===== config.mk =====
export PLATFORM = sky130hd
export DESIGN_NAME = gelu_tanh_activation
export DESIGN_NICKNAME = d
export VERILOG_FILES = /design/src/rtl/gta_pkg.sv /design/src/rtl/gta_pipe_ctrl.sv /design/src/rtl/gelu_tanh_activation.sv
export VERILOG_INCLUDE_DIRS = /design/src /design/src/rtl
export SDC_FILE = /design/constraint.sdc
export NUM_CORES = 2
export LEC_CHECK = 0
export BUFFER_PORTS_ARGS = -buffer_cell sky130_fd_sc_hd__buf_2
export CORE_MARGIN = 1
export CORE_UTILIZATION = 45
export DETAILED_ROUTE_END_ITERATION = 8
export GPL_TIMING_DRIVEN = 0
export SYNTH_ARGS = -nofsm -noshare
export SYNTH_HDL_FRONTEND = slang
export SYNTH_SLANG_ARGS = --single-unit

===== constraint.sdc =====
create_clock -name clk -period 9.8 [get_ports clk]
set_input_delay 0.49 -clock clk [delete_from_list [all_inputs] [get_ports clk]]
set_output_delay 0.49 -clock clk [all_outputs]
set_load 0.005 [all_outputs]

===== src/rtl/gelu_tanh_activation_assert.svh =====
// ----------------------------------------------------------------------------
// GELU tanh activation assertion macros
// Shared concurrent check forms, clocked on clk and idle under reset.
// ----------------------------------------------------------------------------
`ifndef GELU_TANH_ACTIVATION_ASSERT_SVH
`define GELU_TANH_ACTIVATION_ASSERT_SVH

// same-cycle implication
`define GTA_ASSERT_NOW(lbl, ante, cons, msg) \
    lbl: assert property (@(posedge clk) disable iff (!rst_n) (ante) |-> (cons)) \
        else $error(msg);

// next-cycle implication
`define GTA_ASSERT_NEXT(lbl, ante, cons, msg) \
    lbl: assert property (@(posedge clk) disable iff (!rst_n) (ante) |=> (cons)) \
        else $error(msg);

`endif


===== src/rtl/gta_pkg.sv =====
// ----------------------------------------------------------------------------
// GELU tanh activation package
// Q4.12 formats, fixed constants, rounding helpers and the tanh table.
// ----------------------------------------------------------------------------
package gta_pkg;

    localparam int DATA_WIDTH   = 16;
    localparam int FRAC_BITS    = 12;
    localparam int TANH_ENTRIES = 64;
    localparam int IDX_W        = $clog2(TANH_ENTRIES);
    localparam int PROD_W       = 2 * DATA_WIDTH;
    localparam int PIPE_DEPTH   = 8;

    typedef logic signed [DATA_WIDTH-1:0] sample_t;
    typedef logic signed [PROD_W-1:0]     prod_t;
    typedef logic [FRAC_BITS:0]           mag_t;
    typedef logic [IDX_W-1:0]             idx_t;
    typedef logic [7:0]                   frac_t;

    typedef struct packed {
        logic [PIPE_DEPTH-1:0] load;
        logic [PIPE_DEPTH-1:0] valid;
    } pipe_ctrl_t;

    localparam sample_t C1_Q     = 16'sd3268;
    localparam sample_t C2_Q     = 16'sd183;
    localparam mag_t    ONE_Q    = 13'd4096;
    localparam sample_t SAT_MAX  = 16'sh7fff;
    localparam sample_t SAT_MIN  = 16'sh8000;
    localparam logic [FRAC_BITS-1:0] HALF_LSB = 12'h800;

    // round product back to Q4.12, ties to even, then clamp
    function automatic sample_t rne_sat(input prod_t p);
        logic signed [PROD_W-FRAC_BITS-1:0] q;
        logic [FRAC_BITS-1:0]               r;
        logic                               up;
        logic signed [PROD_W-FRAC_BITS:0]   qr;
        sample_t                            res;
        q  = p[PROD_W-1:FRAC_BITS];
        r  = p[FRAC_BITS-1:0];
        up = (r > HALF_LSB) || ((r == HALF_LSB) && q[0]);
        qr = {q[PROD_W-FRAC_BITS-1], q} + {{(PROD_W-FRAC_BITS){1'b0}}, up};
        if (qr > 21'sd32767)
            res = SAT_MAX;
        else if (qr < -21'sd32768)
            res = SAT_MIN;
        else
            res = qr[DATA_WIDTH-1:0];
        return res;
    endfunction

    function automatic sample_t sat_add(input sample_t a, input sample_t b);
        logic signed [DATA_WIDTH:0] s;
        sample_t                    res;
        s = {a[DATA_WIDTH-1], a} + {b[DATA_WIDTH-1], b};
        if (s[DATA_WIDTH] != s[DATA_WIDTH-1])
            res = s[DATA_WIDTH] ? SAT_MIN : SAT_MAX;
        else
            res = s[DATA_WIDTH-1:0];
        return res;
    endfunction

    // tanh(4k/64) in Q.12
    function automatic mag_t tanh_rom(input idx_t k);
        mag_t v;
        unique case (k)
            6'd0:  v = 13'd0;
            6'd1:  v = 13'd256;
            6'd2:  v = 13'd509;
            6'd3:  v = 13'd759;
            6'd4:  v = 13'd1003;
            6'd5:  v = 13'd1240;
            6'd6:  v = 13'd1468;
            6'd7:  v = 13'd1686;
            6'd8:  v = 13'd1893;
            6'd9:  v = 13'd2088;
            6'd10: v = 13'd2272;
            6'd11: v = 13'd2443;
            6'd12: v = 13'd2602;
            6'd13: v = 13'd2748;
            6'd14: v = 13'd2883;
            6'd15: v = 13'd3007;
            6'd16: v = 13'd3119;
            6'd17: v = 13'd3222;
            6'd18: v = 13'd3315;
            6'd19: v = 13'd3399;
            6'd20: v = 13'd3475;
            6'd21: v = 13'd3543;
            6'd22: v = 13'd3604;
            6'd23: v = 13'd3659;
            6'd24: v = 13'd3707;
            6'd25: v = 13'd3751;
            6'd26: v = 13'd3790;
            6'd27: v = 13'd3825;
            6'd28: v = 13'd3856;
            6'd29: v = 13'd3883;
            6'd30: v = 13'd3908;
            6'd31: v = 13'd3929;
            6'd32: v = 13'd3949;
            6'd33: v = 13'd3966;
            6'd34: v = 13'd3981;
            6'd35: v = 13'd3994;
            6'd36: v = 13'd4006;
            6'd37: v = 13'd4016;
            6'd38: v = 13'd4026;
            6'd39: v = 13'd4034;
            6'd40: v = 13'd4041;
            6'd41: v = 13'd4048;
            6'd42: v = 13'd4053;
            6'd43: v = 13'd4058;
            6'd44: v = 13'd4063;
            6'd45: v = 13'd4067;
            6'd46: v = 13'd4070;
            6'd47: v = 13'd4073;
            6'd48: v = 13'd4076;
            6'd49: v = 13'd4078;
            6'd50: v = 13'd4080;
            6'd51: v = 13'd4082;
            6'd52: v = 13'd4084;
            6'd53: v = 13'd4085;
            6'd54: v = 13'd4086;
            6'd55: v = 13'd4088;
            6'd56: v = 13'd4089;
            6'd57: v = 13'd4089;
            6'd58: v = 13'd4090;
            6'd59: v = 13'd4091;
            6'd60: v = 13'd4091;
            6'd61: v = 13'd4092;
            6'd62: v = 13'd4092;
            6'd63: v = 13'd4093;
            default: v = 13'd0;
        endcase
        return v;
    endfunction

endpackage


===== src/rtl/gta_pipe_ctrl.sv =====
// ----------------------------------------------------------------------------
// GELU tanh activation pipeline control
// Per-stage valid bits and load enables; bubbles collapse under back-pressure.
// ----------------------------------------------------------------------------
`include "gelu_tanh_activation_assert.svh"

module gta_pipe_ctrl (
    input  logic                clk,
    input  logic                rst_n,
    input  logic                in_valid,
    output logic                in_ready,
    input  logic                out_ready,
    output gta_pkg::pipe_ctrl_t ctrl
);
    import gta_pkg::*;

    logic [PIPE_DEPTH-1:0] valid_reg;
    logic [PIPE_DEPTH-1:0] valid_next;
    logic [PIPE_DEPTH:0]   rdy;
    logic [PIPE_DEPTH-1:0] prev;

    always_comb
    begin
        rdy[PIPE_DEPTH] = out_ready;
        for (int i = PIPE_DEPTH - 1; i >= 0; i--)
        begin
            rdy[i] = ~valid_reg[i] | rdy[i+1];
        end
        prev = {valid_reg[PIPE_DEPTH-2:0], in_valid};
        for (int i = 0; i < PIPE_DEPTH; i++)
        begin
            valid_next[i] = rdy[i] ? prev[i] : valid_reg[i];
        end
    end

    always_ff @(posedge clk or negedge rst_n)
    begin
        if (!rst_n)
            valid_reg <= '0;
        else
            valid_reg <= valid_next;
    end

    assign in_ready   = rdy[0];
    assign ctrl.load  = rdy[PIPE_DEPTH-1:0] & prev;
    assign ctrl.valid = valid_reg;

    `GTA_ASSERT_NOW(a_full_when_blocked, !in_ready, &valid_reg, "input blocked with a bubble")
    `GTA_ASSERT_NEXT(a_entry_valid, in_valid && in_ready, valid_reg[0], "transaction not captured")
    `GTA_ASSERT_NEXT(a_item_count, 1'b1,
        $countones(valid_reg) == $past($countones(valid_reg))
            + $past(in_valid && in_ready) - $past(valid_reg[PIPE_DEPTH-1] && out_ready),
        "item lost or duplicated")

endmodule


===== src/rtl/gelu_tanh_activation.sv =====
// ----------------------------------------------------------------------------
// GELU tanh activation
// y = 0.5*x*(1+tanh(0.79788456*(x+0.044715*x^3))) on signed Q4.12 samples.
// ----------------------------------------------------------------------------
// Usage:
//   Input channel in_valid/in_ready carries x_sample; output channel
//   out_valid/out_ready carries y_sample. A transaction completes on a rising
//   edge with valid and ready both high.
//   Eight register stages: x*x, x*x2, x3*c2, (x+b)*c1, tanh table read,
//   interpolation with half-scaling, x*h, final rounding. Throughput is one
//   sample per cycle while the receiver holds out_ready high.
//   Reset clears all stage valid bits; the pipeline is empty and in_ready high.
//   When the receiver stalls the last stage holds its result; earlier stages
//   keep advancing into empty slots, so in_ready drops only once all eight
//   stages hold a sample.
//   tanh comes from a 64-point table over [0,4) with linear interpolation,
//   odd symmetry and clamping to +-1 beyond 4.
// ----------------------------------------------------------------------------
module gelu_tanh_activation (
    input  logic             clk,
    input  logic             rst_n,
    input  logic             in_valid,
    output logic             in_ready,
    input  gta_pkg::sample_t x_sample,
    output logic             out_valid,
    input  logic             out_ready,
    output gta_pkg::sample_t y_sample
);
    import gta_pkg::*;

    pipe_ctrl_t ctrl;

    sample_t x0_reg, x1_reg, x2_reg, x3_reg, x4_reg, x5_reg;
    prod_t   p0_reg, p1_reg, p2_reg, p3_reg, p6_reg;
    prod_t   p0_next, p1_next, p2_next, p3_next, p6_next;
    logic    neg4_reg, big4_reg, neg4_next, big4_next;
    mag_t    r0_reg, r1_reg, r0_next, r1_next;
    frac_t   frac_reg, frac_next;
    mag_t    h5_reg, h5_next;
    sample_t y_reg, y_next;

    sample_t          s3;
    sample_t          u4;
    logic [15:0]      a4;
    idx_t             idx4;
    mag_t             diff5;
    logic [20:0]      ip5;
    mag_t             q5;
    logic             up5;
    mag_t             tmag5;
    logic [13:0]      pp5;

    gta_pipe_ctrl u_ctrl (
        .clk      (clk),
        .rst_n    (rst_n),
        .in_valid (in_valid),
        .in_ready (in_ready),
        .out_ready(out_ready),
        .ctrl     (ctrl)
    );

    always_comb
    begin
        p0_next = prod_t'(x_sample) * prod_t'(x_sample);
        p1_next = prod_t'(x0_reg) * prod_t'(rne_sat(p0_reg));
        p2_next = prod_t'(rne_sat(p1_reg)) * prod_t'(C2_Q);

        s3      = sat_add(x2_reg, rne_sat(p2_reg));
        p3_next = prod_t'(s3) * prod_t'(C1_Q);

        // fold to magnitude, split into table index and fraction
        u4        = rne_sat(p3_reg);
        a4        = u4[DATA_WIDTH-1] ? (16'd0 - 16'(u4)) : 16'(u4);
        neg4_next = u4[DATA_WIDTH-1];
        big4_next = |a4[15:14];
        idx4      = a4[13:8];
        frac_next = a4[7:0];
        r0_next   = tanh_rom(idx4);
        r1_next   = (idx4 == '1) ? ONE_Q : tanh_rom(idx_t'(idx4 + 1'b1));

        // interpolate, apply sign, form h = (1 + t) / 2
        diff5 = r1_reg - r0_reg;
        ip5   = 21'(diff5) * 21'(frac_reg);
        q5    = ip5[20:8];
        up5   = (ip5[7:0] > 8'h80) || ((ip5[7:0] == 8'h80) && q5[0]);
        tmag5 = big4_reg ? ONE_Q : mag_t'(r0_reg + q5 + mag_t'(up5));
        pp5   = neg4_reg ? (14'(ONE_Q) - 14'(tmag5)) : (14'(ONE_Q) + 14'(tmag5));
        h5_next = mag_t'(pp5[13:1] + mag_t'(pp5[0] & pp5[1]));

        p6_next = prod_t'(x5_reg) * prod_t'(sample_t'({3'b000, h5_reg}));
        y_next  = rne_sat(p6_reg);
    end

    always_ff @(posedge clk)
    begin
        if (ctrl.load[0])
        begin
            x0_reg <= x_sample;
            p0_reg <= p0_next;
        end
        if (ctrl.load[1])
        begin
            x1_reg <= x0_reg;
            p1_reg <= p1_next;
        end
        if (ctrl.load[2])
        begin
            x2_reg <= x1_reg;
            p2_reg <= p2_next;
        end
        if (ctrl.load[3])
        begin
            x3_reg <= x2_reg;
            p3_reg <= p3_next;
        end
        if (ctrl.load[4])
        begin
            x4_reg   <= x3_reg;
            neg4_reg <= neg4_next;
            big4_reg <= big4_next;
            frac_reg <= frac_next;
            r0_reg   <= r0_next;
            r1_reg   <= r1_next;
        end
        if (ctrl.load[5])
        begin
            x5_reg <= x4_reg;
            h5_reg <= h5_next;
        end
        if (ctrl.load[6])
        begin
            p6_reg <= p6_next;
        end
        if (ctrl.load[7])
        begin
            y_reg <= y_next;
        end
    end

    assign out_valid = ctrl.valid[PIPE_DEPTH-1];
    assign y_sample  = y_reg;

endmodule

==> impl_metrics.csv <==
group,metric,value,unit
detailed_routing,drtAntennaViolNets,0,
critical_path,crit_family,"adder cells",
logic_synthesis,syn_inst,5380,
critical_path,arrival,9730,ps
timing,grt_setup_unrepaired,"true",
critical_path,required,10220,ps
grt,top_usage_layer,"met2",
timing,finalHoldViolCount,0,
detailed_routing,drc,6,
run_status,failed_checks,"DRC",
cts,cts_sinks,312,
run_status,status,"finished, violations left",
critical_path,max_stage_delay,550,ps
die,core,115000,um^2
logic_synthesis,synth_top_cell_by_area,"fa_1",
timing,report.final.slew_viol_count,0,
placed_design,dp_hpwl,102,mm
die,die-area,117000,um^2
final_layout,nets,6844,
detailed_routing,drt_iter0_drc,1992,
timing,finalHoldWorstSlack,167,ps
grt,grt_use_total,0.217,
critical_path,path_class,"reg2reg",
cts,insertion_delay,600,ps
cts,tritoncts,"done",
timing,clock_skew,34.2,ps
logic_synthesis,yosysSeqAreaShare,0.179,
logic_synthesis,synth_compound_area_frac,0.0826,
logic_synthesis,synthAdderAreaFrac,0.448,
logic_synthesis,synth.area.top_cells,"fa_1 33%, edfxtp_1 18%, ha_1 12%, inv_1 7.8%, and2_1 3.6%",
logic_synthesis,synth_edf_count,304,
logic_synthesis,synth-simple-area-share,0.141,
placed_design,placedCellCount,6935,
timing,tightest_slew,1190,ps
critical_path,crit_fanout,8,
critical_path,reg2reg_from,"r0_reg[0]$_DFFE_PP_",
cts,h-tree-depth,2,
final_layout,layout.cells.non_filler,7023,
critical_path,startpoint,"r0_reg[0]$_DFFE_PP_",
critical_path,critPathMostFrequentCell,"fa_1",
die,die_w,342,um
logic_synthesis,synthTopCellsByCount,"1,083 x inv_1, 865 x fa_1, 479 x ha_1",
die,ios,38,
grt,use_met2,0.383,
critical_path,cp-start-kind,"register",
grt,met1_usage,0.282,
cts,cts-buffers-inserted,39,
detailed_routing,wire_per_inst,17.4,um
logic_synthesis,postSynthAreaPerCell,9.68,um^2
timing,slew_headroom,0.204,
timing,max_clock_freq,0.107,GHz
final_layout,area_delta_synth_final,7.72,%
detailed_routing,drt-total-wl,122,mm
logic_synthesis,yosysMostFrequentCell,"inv_1",
logic_synthesis,yosys_warnings,0,
critical_path,end_kind,"register",
placed_design,gp_congestion,0.886,
logic_synthesis,ys_ff_latch,312,
grt,grt_pass1_wl,202,mm
final_layout,num-fill-cells,10778,
grt,grt_use_met3,0.0226,
critical_path,worst_path_max_delay_cell,"fa_1",
logic_synthesis,netlist_area,52100,um^2
logic_synthesis,ys.flop_type,"edfxtp_1",
timing,post-route-period-util,0.950,
run,drv_cap,0,
detailed_routing,drt-pass1-iter-count,7,
timing,fin_crit,9310,ps
logic_synthesis,synth.top_cell.area_share,0.333,
detailed_routing,dr_total_vias,36618,
logic_synthesis,synthMuxAreaShare,0.00887,
detailed_routing,routed_via_density,5.21,
logic_synthesis,synthXorXnorAreaFrac,0.0502,
timing,finalSetupViolCount,0,
final_layout,antenna_cells,0,
grt,grt_pass1_vias,38809,
critical_path,crit_buf_inv,2,
final_layout,final_core_util,0.490,
die,rows,124,
cts,path_clk_slew,60,ps
grt,overflow,0,
placed_design,portBuffers,37,
grt,grt_max_degree,43,
final_layout,largest_reg_flops,32,
logic_synthesis,async_reset_ff_frac,0.0256,
hold_path,hold_path.class,"in2reg",
logic_synthesis,synth.distinct_cells,88,
final_layout,drive_above_1_share,0.0490,
cts,cts-root-buf,"clkbuf_16",
hold_path,min_from,"in_valid",
grt,antenna_found_initial,0,
die,start_util,0.455,
logic_synthesis,synth_top_family_by_area,"adder cells",
logic_synthesis,syn_nets,6744,
die,dieHeight,342,um
cts,cts_buffer_depth,3,
## layer usage
metal	up-vias	routed length [um]
li1	17369	-
met1	18404	52800
met2	659	61500
met3	186	4270
met4	0	3660
met5	-	0
## per-stage QoR
stage	TNS, ps	setup slack, ps	area [um^2]
after floorplan	0	897	52100
final	0	489	56100
after detailed placement	-3810	-675	54300
after global routing	-59.9	-39.6	56100
after global placement	-2040	-488	54100
after CTS	0	16.5	55700
## placed cells by master (no fill, tap or decap), types with 25 or more instances in the layout
cell type,count
nor2_1,221
a21o_1,43
or3_1,25
buf_2,56
xor2_1,80
a211oi_1,32
nand2b_1,59
and2_1,293
edfxtp_1,304
nand3_1,82
o21a_1,31
a31oi_1,26
mux2i_1,28
ha_1,477
clkbuf_1,132
o21ai_0,134
o21bai_1,26
clkbuf_16,41
and3_1,26
inv_1,1083
xnor2_1,205
nor3_1,71
nand2_1,466
nor2b_1,89
fa_1,865
a21oi_1,187
## cells by family after synthesis
group / after synthesis
compound gates: 682
xor+xnor: 293
mux: 42
fa+ha+maj: 1344
buf+inv: 1248
flops: 312
simple gates: 1459
## area by class of cell
type | count | area (um^2) | area share
inverter | 1088 | 4080 | 0.0728
multi-input combinational | 3820 | 38400 | 0.685
sequential | 312 | 9330 | 0.166
buffer | 160 | 659 | 0.0118
tap | 1512 | 1890 | 0.0337
clock buffer | 50 | 1070 | 0.0191
clock inverter | 22 | 213 | 0.00379
timing repair buffer | 59 | 428 | 0.00763
## repair_timing
action | 4_1_cts | 5_1_grt
hold endpoints to repair | 8 | 0
hold buffers | 1 | 0
endpoints found under the setup margin | 14 | 22
resized for setup | 35 | 94
buffers inserted | 3 | 12
pin swaps | 4 | 9
## worst paths after layout
check	end	slack, ps	cells after the start
max in group asynchronous	u_ctrl.valid_reg[0]$_DFFE_PN0N_	9310	2
hold / removal	u_ctrl.valid_reg[0]$_DFFE_PN0N_	170	2
setup / recovery	h5_reg[12]$_DFFE_PP_	490	32
hold reg to reg	x4_reg[12]$_DFFE_PP_	410	0
min in group asynchronous	u_ctrl.valid_reg[5]$_DFFE_PN0P_	280	2
setup reg to reg	h5_reg[12]$_DFFE_PP_	490	32
Power is not shown: default switching activity piles up to over one toggle a cycle in this logic, so the estimate is an artifact.
